==> src/rtl/mhs_pkg.sv <==
// Shared types, constants and aspect table for the MPEG-2 header scanner.
`timescale 1ns / 1ps
`default_nettype none
package mhs_pkg;

  localparam logic [23:0] START_PREFIX  = 24'h000001;
  localparam logic [23:0] WINDOW_RESET  = 24'hFFFFFF;
  localparam logic [7:0]  PICTURE_CODE  = 8'h00;
  localparam logic [7:0]  SEQUENCE_CODE = 8'hB3;

  localparam logic [3:0] ASPECT_SQUARE = 4'd1;
  localparam logic [3:0] ASPECT_4_3    = 4'd2;
  localparam logic [3:0] ASPECT_16_9   = 4'd3;
  localparam logic [3:0] ASPECT_221    = 4'd4;

  // Header fields of one finished buffer, before aspect scaling.
  typedef struct packed {
    logic [2:0]  picture_kind;
    logic        sequence_seen;
    logic [11:0] frame_width;
    logic [11:0] frame_height;
    logic [3:0]  aspect_code;
  } mhs_result_t;

  function automatic logic [7:0] aspect_num(input logic [3:0] code);
    logic [7:0] n;
    case (code)
      ASPECT_SQUARE: n = 8'd1;
      ASPECT_4_3:    n = 8'd4;
      ASPECT_16_9:   n = 8'd16;
      ASPECT_221:    n = 8'd221;
      default:       n = 8'd0;
    endcase
    return n;
  endfunction

  function automatic logic [6:0] aspect_den(input logic [3:0] code);
    logic [6:0] d;
    case (code)
      ASPECT_4_3:  d = 7'd3;
      ASPECT_16_9: d = 7'd9;
      ASPECT_221:  d = 7'd100;
      default:     d = 7'd1;
    endcase
    return d;
  endfunction

endpackage
`default_nettype wire

==> src/rtl/mhs_scan.sv <==
// Start code window, header capture state and per-buffer result register.
`timescale 1ns / 1ps
`default_nettype none
module mhs_scan
  import mhs_pkg::*;
(
  input  wire logic        clk,
  input  wire logic        rst,
  input  wire logic        accept,
  input  wire logic [7:0]  data_byte,
  input  wire logic        end_of_buffer,
  input  wire logic        advance,
  output logic             res_valid,
  output mhs_result_t      res
);

  localparam logic [1:0] PIC_IDLE  = 2'd0;
  localparam logic [1:0] PIC_SKIP  = 2'd1;
  localparam logic [1:0] PIC_TYPE  = 2'd2;

  localparam logic [2:0] SEQ_IDLE  = 3'd0;
  localparam logic [2:0] SEQ_B1    = 3'd1;
  localparam logic [2:0] SEQ_B4    = 3'd4;

  logic [23:0] byte_window, byte_window_next;
  logic [1:0]  picture_phase, picture_phase_next;
  logic [2:0]  picture_kind_held, picture_kind_held_next;
  logic        picture_done, picture_done_next;
  logic [2:0]  sequence_phase, sequence_phase_next;
  logic [27:0] sequence_fields, sequence_fields_next;
  logic        sequence_done, sequence_done_next;
  logic        prefix;
  mhs_result_t res_next;

  assign prefix = (byte_window == START_PREFIX);

  always_comb begin
    picture_phase_next     = picture_phase;
    picture_kind_held_next = picture_kind_held;
    picture_done_next      = picture_done;
    unique case (picture_phase)
      PIC_SKIP: picture_phase_next = PIC_TYPE;
      PIC_TYPE: begin
        picture_kind_held_next = data_byte[5:3];
        picture_done_next      = 1'b1;
        picture_phase_next     = PIC_IDLE;
      end
      default: begin
        if (!picture_done && prefix && data_byte == PICTURE_CODE) begin
          picture_phase_next = PIC_SKIP;
        end
      end
    endcase

    sequence_phase_next  = sequence_phase;
    sequence_fields_next = sequence_fields;
    sequence_done_next   = sequence_done;
    if (sequence_phase >= SEQ_B1 && sequence_phase < SEQ_B4) begin
      sequence_fields_next = {sequence_fields[19:0], data_byte};
      sequence_phase_next  = sequence_phase + 3'd1;
    end else if (sequence_phase == SEQ_B4) begin
      sequence_fields_next = {sequence_fields[23:0], data_byte[7:4]};
      sequence_done_next   = 1'b1;
      sequence_phase_next  = SEQ_IDLE;
    end else if (!sequence_done && prefix && data_byte == SEQUENCE_CODE) begin
      sequence_phase_next  = SEQ_B1;
      sequence_fields_next = '0;
    end

    byte_window_next = {byte_window[15:0], data_byte};

    res_next.picture_kind  = picture_done_next ? picture_kind_held_next : 3'd0;
    res_next.sequence_seen = sequence_done_next;
    res_next.frame_width   = sequence_done_next ? sequence_fields_next[27:16] : 12'd0;
    res_next.frame_height  = sequence_done_next ? sequence_fields_next[15:4] : 12'd0;
    res_next.aspect_code   = sequence_done_next ? sequence_fields_next[3:0] : 4'd0;
  end

  always_ff @(posedge clk) begin
    if (rst) begin
      byte_window       <= WINDOW_RESET;
      picture_phase     <= PIC_IDLE;
      picture_kind_held <= 3'd0;
      picture_done      <= 1'b0;
      sequence_phase    <= SEQ_IDLE;
      sequence_fields   <= '0;
      sequence_done     <= 1'b0;
    end else if (accept) begin
      if (end_of_buffer) begin
        byte_window       <= WINDOW_RESET;
        picture_phase     <= PIC_IDLE;
        picture_kind_held <= 3'd0;
        picture_done      <= 1'b0;
        sequence_phase    <= SEQ_IDLE;
        sequence_fields   <= '0;
        sequence_done     <= 1'b0;
      end else begin
        byte_window       <= byte_window_next;
        picture_phase     <= picture_phase_next;
        picture_kind_held <= picture_kind_held_next;
        picture_done      <= picture_done_next;
        sequence_phase    <= sequence_phase_next;
        sequence_fields   <= sequence_fields_next;
        sequence_done     <= sequence_done_next;
      end
    end
  end

  always_ff @(posedge clk) begin
    if (rst) begin
      res_valid <= 1'b0;
    end else if (accept && end_of_buffer) begin
      res_valid <= 1'b1;
    end else if (advance) begin
      res_valid <= 1'b0;
    end
  end

  always_ff @(posedge clk) begin
    if (accept && end_of_buffer) begin
      res <= res_next;
    end
  end

endmodule
`default_nettype wire

==> src/rtl/mhs_aspect.sv <==
// Aspect table lookup, size scaling and output register.
`timescale 1ns / 1ps
`default_nettype none
module mhs_aspect
  import mhs_pkg::*;
(
  input  wire logic         clk,
  input  wire logic         rst,
  input  wire logic         load,
  input  wire mhs_result_t  res,
  input  wire logic         out_stall,
  output logic              out_valid,
  output logic [2:0]        picture_kind,
  output logic              sequence_seen,
  output logic [11:0]       frame_width,
  output logic [11:0]       frame_height,
  output logic [19:0]       aspect_numerator,
  output logic [18:0]       aspect_denominator
);

  logic [7:0]  num;
  logic [6:0]  den;
  logic [19:0] num_scaled;
  logic [18:0] den_scaled;

  assign num        = aspect_num(res.aspect_code);
  assign den        = aspect_den(res.aspect_code);
  // Widen the table factor first so the full product is kept.
  assign num_scaled = 20'(num) * 20'(res.frame_height);
  assign den_scaled = 19'(den) * 19'(res.frame_width);

  always_ff @(posedge clk) begin
    if (rst) begin
      out_valid <= 1'b0;
    end else if (load) begin
      out_valid <= 1'b1;
    end else if (!out_stall) begin
      out_valid <= 1'b0;
    end
  end

  always_ff @(posedge clk) begin
    if (load) begin
      picture_kind       <= res.picture_kind;
      sequence_seen      <= res.sequence_seen;
      frame_width        <= res.frame_width;
      frame_height       <= res.frame_height;
      aspect_numerator   <= num_scaled;
      aspect_denominator <= den_scaled;
    end
  end

endmodule
`default_nettype wire

==> src/rtl/mpeg2_header_scanner_core.sv <==
// Top level of the MPEG-2 picture and sequence header scanner.
// Path: the result word is latched into the result register when the byte
//   flagged as end of buffer is accepted, then moves on to the output register.
// Throughput: one byte word per cycle; the byte input stalls only while both the
//   result stage and the output register hold words and the output is stalled.
// Reset: synchronous, clears the start code window, capture state and both valids.
`timescale 1ns / 1ps
`default_nettype none
module mpeg2_header_scanner_core
  import mhs_pkg::*;
(
  input  wire logic        clk,
  input  wire logic        rst,
  input  wire logic        in_valid,
  output logic             in_stall,
  input  wire logic [7:0]  data_byte,
  input  wire logic        end_of_buffer,
  output logic             out_valid,
  input  wire logic        out_stall,
  output logic [2:0]       picture_kind,
  output logic             sequence_seen,
  output logic [11:0]      frame_width,
  output logic [11:0]      frame_height,
  output logic [19:0]      aspect_numerator,
  output logic [18:0]      aspect_denominator
);

  logic        accept;
  logic        res_valid;
  logic        advance;
  mhs_result_t res;

  // Move the pending result into the output register whenever that register
  // is empty or being drained this cycle.
  assign advance = res_valid && (!out_valid || !out_stall);

  // Hold the byte input only when the pending result cannot move on; bytes
  // that produce no result still flow while the output waits.
  assign in_stall = res_valid && out_valid && out_stall;
  assign accept   = in_valid && !in_stall;

  // Scanner: track the window, capture headers, latch the result on the
  // last byte of a buffer and clear for the next one.
  mhs_scan u_scan (
    .clk           (clk),
    .rst           (rst),
    .accept        (accept),
    .data_byte     (data_byte),
    .end_of_buffer (end_of_buffer),
    .advance       (advance),
    .res_valid     (res_valid),
    .res           (res)
  );

  // Aspect scaling: table lookup and two small products into the output word.
  mhs_aspect u_aspect (
    .clk                (clk),
    .rst                (rst),
    .load               (advance),
    .res                (res),
    .out_stall          (out_stall),
    .out_valid          (out_valid),
    .picture_kind       (picture_kind),
    .sequence_seen      (sequence_seen),
    .frame_width        (frame_width),
    .frame_height       (frame_height),
    .aspect_numerator   (aspect_numerator),
    .aspect_denominator (aspect_denominator)
  );

endmodule
`default_nettype wire

==> config.mk <==
export PLATFORM = sky130hd
export DESIGN_NAME = mpeg2_header_scanner_core
export DESIGN_NICKNAME = d
export VERILOG_FILES = /design/src/rtl/mhs_pkg.sv /design/src/rtl/mhs_scan.sv /design/src/rtl/mhs_aspect.sv /design/src/rtl/mpeg2_header_scanner_core.sv
export SDC_FILE = /design/constraint.sdc
export NUM_CORES = 1
export LEC_CHECK = 0
export BUFFER_PORTS_ARGS = -buffer_cell sky130_fd_sc_hd__buf_2
export CORE_MARGIN = 4
export CORE_UTILIZATION = 38
export CTS_BUF_LIST = sky130_fd_sc_hd__clkbuf_2 sky130_fd_sc_hd__clkbuf_4 sky130_fd_sc_hd__clkbuf_8
export DETAILED_ROUTE_END_ITERATION = 10
export GPL_TIMING_DRIVEN = 0
export HOLD_SLACK_MARGIN = 0.08
export PLACE_DENSITY_LB_ADDON = 0.05
export SLEW_MARGIN = 0
export SYNTH_ARGS = -nofsm -noshare
export SYNTH_HDL_FRONTEND = slang
export SYNTH_SLANG_ARGS = --single-unit
==> constraint.sdc <==
create_clock -name clk -period 8.89 [get_ports clk]
set_clock_uncertainty 0.15 [all_clocks]
set_input_delay 2.667 -clock clk [delete_from_list [all_inputs] [get_ports clk]]
set_output_delay 2.667 -clock clk [all_outputs]
set_load 0.02 [all_outputs]
==> results.sh <==
export IMPL_ys_seq_elements=163
export IMPL_yosys_warnings=0
export IMPL_period_share_pct=70.12
export IMPL_synth_area_um2=11410
export IMPL_period_minus_slack_ps=6234
export IMPL_cts_root_buf="clkbuf_8"
export IMPL_synth_top_area_share_pct=26.05
export IMPL_synth_area_leaders="edfxtp_1 26%, fa_1 13%, ha_1 12%, dfxtp_1 11%, inv_1 5.3%"
export IMPL_drive_above_1_share_pct=10.59
export IMPL_max_freq_mhz=160.4
export IMPL_outcome="finished, final reports clean"
export IMPL_crit_chain="nor4b_1 -> clkbuf_1 -> and2_1 -> fa_1 -> fa_1 -> fa_1 -> inv_1 -> fa_1 -> inv_1 -> ha_1 -> a211oi_1 -> o21bai_1 -> a21o_1 -> a2111o_1 -> o221ai_1 -> xnor2_1"
export IMPL_drc=0
export IMPL_vias=8350
export IMPL_synth_area_leader_cell="edfxtp_1"
export IMPL_worst_path_max_fanout=10
export IMPL_htree_levels=4
export IMPL_grt_max_degree=36
export IMPL_hold_viol_final=0
export IMPL_cp_num_buf_inv=3
export IMPL_dieArea_um2=32870
export IMPL_synth_top_family_by_area="adder cells"
export IMPL_diodes=0
export IMPL_synthCells=1180
export IMPL_fp_row_count=63
export IMPL_leakage_nw=5.788
export IMPL_cts_hold_buf=0
export IMPL_cpPeakStageDelay_ps=800
export IMPL_final_nets=1477
export IMPL_max_slew_margin_pct=41.22
export IMPL_yosys_area_share_simple_pct=15.29
export IMPL_insertion_delay_ps=480
export IMPL_fin_util_pct=43.10
export IMPL_area_delta_synth_final_pct=11.94
export IMPL_cts_made_buffers=17
export IMPL_crit_arrival_ps=6280
export IMPL_cp_required_ps=8940
export IMPL_clkTransAtPathRegs_ps=110
export IMPL_clock_sink_count=163
export IMPL_p_per_area_nw_per_um2=126.7
export IMPL_max_cap_violations=0
export IMPL_synth_seq_area_share_pct=37.28
export IMPL_setup_viol=0
export IMPL_internal_power_mw=1.114
export IMPL_crit_slowest_cell="nor4b_1"
export IMPL_postCtsSetupRepairBufs=0
export IMPL_vdd_drop_max_mv=0.06979
export IMPL_rsz0062_at_grt="false"
export IMPL_track_usage_pct=17.31
export IMPL_tritoncts="done"
export IMPL_cts_repair_resized=0
export IMPL_worstSetupStartpointType="flip-flop"
export IMPL_synth_xor_area_share_pct=2.302
export IMPL_dp_hpwl_um=21060
export IMPL_cpLargestDelayFamily="adder cells"
export IMPL_synth_edff_count=99
export IMPL_drtIter0Drc=514
export IMPL_fillers=3019
export IMPL_switching_power_uw=504.3
export IMPL_wl_per_cell_um=16.47
export IMPL_critPathKind="reg -> reg"
export IMPL_port_buffers=80
export IMPL_synth_flop_cell="edfxtp_1"
export IMPL_crit_path_frequent_cell="fa_1"
export IMPL_wirelength_um=27740
export IMPL_syn_area_per_cell_um2=9.671
export IMPL_core_um2=29640
export IMPL_grt_pass1_wl_um=46110
export IMPL_tightest_slew_ps=869.4
export IMPL_synth_compound_area_share_pct=13.24
export IMPL_endpoint_kind="flip-flop"
export IMPL_dr_pass1_iters=5
export IMPL_antenna_found_initial=0
export IMPL_switching_share_pct=31.16
export IMPL_clkPwrFrac_pct=36.0
export IMPL_synth_distinct_cells=64
export IMPL_antenna_left=0
export IMPL_seqPwrFrac_pct=52.1
export IMPL_hp_class="reg -> reg"
export IMPL_slew_viol_final=0
export IMPL_dieHeight_um=181.3
export IMPL_place_congestion=0.8645
export IMPL_combPwrFrac_pct=11.9
export IMPL_overflow=0
export IMPL_syn_nets=1376
export IMPL_initial_core_util_pct=38.50
export IMPL_synth_area_mux_share_pct=0
export IMPL_io_pins=82
export IMPL_routed_via_density=4.958
export IMPL_holdWs_ps=277.4
export IMPL_async_reset_ff_share_pct=0
export IMPL_die_x_um=181.3
export IMPL_grt_pass1_vias=8548
export IMPL_clockBufferDepth=2
export IMPL_synthAdderAreaFrac_pct=24.80
## Yosys cell counts (all sizes together), types with 28 or more instances
library cell	n
a21oi	83
a22o	28
a31oi	29
and2	80
clkbuf	37
dfxtp	64
edfxtp	99
fa	72
ha	111
inv	162
nand2	91
nand3	58
nor2	80
o21ai	46
## stage by stage
| stage | std cells | total power [mW] | TNS, ps | setup WS (ps) | area (µm²) |
|---|---|---|---|---|---|
| floorplan | 1180 | 0.9928 | 0 | 595.6 | 11410 |
| global placement | 1650 | 1.055 | -143680 | -2155 | 12300 |
| detailed placement | 1652 | 1.054 | 0 | 2609 | 12360 |
| CTS | 1684 | 1.646 | 0 | 2565 | 12770 |
| global route | 1684 | 1.701 | 0 | 2177 | 12770 |
| finish | 1684 | 1.618 | 0 | 2656 | 12770 |
## power by group through the flow
| stage | Clock [mW] | Combinational, mW | Sequential, mW |
|---|---|---|---|
| 2_1_floorplan | 0 | 0.126 | 0.867 |
| 3_3_place_gp | 0 | 0.191 | 0.864 |
| 3_5_place_dp | 0 | 0.193 | 0.861 |
| 4_1_cts | 0.608 | 0.195 | 0.843 |
| 5_1_grt | 0.635 | 0.220 | 0.846 |
| 6_report | 0.583 | 0.193 | 0.843 |
## metal layers
| metal | vias to the layer above | track usage, % | routed length, µm |
|---|---|---|---|
| met5 | - | 0 | 0 |
| met4 | 0 | 4.443 | 403 |
| li1 | 4224 | - | - |
| met3 | 23 | 2.637 | 988 |
| met2 | 153 | 26.82 | 12290 |
| met1 | 3950 | 25.47 | 14050 |
## worst paths after layout
check,from,endpoint,slack (ps),cells after the start
max reg2reg,u_scan.res[0],u_aspect.aspect_denominator[18],2660,16
min,u_scan.res[31],u_aspect.picture_kind[2],280,0
max,u_scan.res[0],u_aspect.aspect_denominator[18],2660,16
min reg2reg,u_scan.res[31],u_aspect.picture_kind[2],280,0
## sequential cells by signal, summed over array words and instances (netlist names), 2 cells and up
register                     flops
u_aspect.frame_height           12
u_scan.sequence_fields          28
u_aspect.picture_kind            3
u_scan.picture_phase             2
u_scan.res                      32
u_aspect.aspect_denominator     19
u_scan.sequence_phase            3
u_aspect.aspect_numerator       20
u_aspect.frame_width            12
u_scan.byte_window              24
u_scan.picture_kind_held         3
## cell type report
class | count | area (µm²) | share of cell area (%)
multi-input combinational | 805 | 6362 | 49.80
sequential | 163 | 4254 | 33.30
inverter | 162 | 608.1 | 4.760
tap | 390 | 488.0 | 3.820
timing repair buffer | 82 | 447.9 | 3.506
clock buffer | 17 | 234.0 | 1.832
buffer | 50 | 200.2 | 1.567
clock inverter | 15 | 180.2 | 1.410
## logic make-up after synthesis
kind of cell               after synthesis
AOI/OAI and AO/OA                      239
xor gates and xnor gates                30
adders and majority gates              183
buffers and inverters                  212
DFF                                    163
and+or+nand+nor                        353
## cells in the final DEF, fill, tap and decap left out, types with 4 or more instances in the layout
master | synthesis | routed
nor2_1 | 80 | 80
ha_1 | 111 | 111
o21bai_1 | 5 | 5
nand3_1 | 58 | 58
nand2_1 | 90 | 90
a21oi_1 | 83 | 83
dfxtp_1 | 64 | 64
clkbuf_1 | 37 | 37
a21o_1 | 9 | 9
and2_1 | 80 | 80
a22o_1 | 28 | 28
buf_2 | 10 | 90
a22oi_1 | 5 | 5
xnor2_1 | 21 | 21
fa_1 | 72 | 72
o21ai_0 | 22 | 22
a211oi_1 | 5 | 5
inv_1 | 162 | 162
xor2_1 | 9 | 9
o21a_1 | 4 | 4
nor4_1 | 6 | 6
o21ai_1 | 24 | 24
nand2b_1 | 7 | 7
inv_8 | 0 | 6
nor3_1 | 6 | 6
edfxtp_1 | 99 | 99
a31oi_1 | 29 | 29
clkbuf_8 | 0 | 17
(Power assumes the default switching activity.)
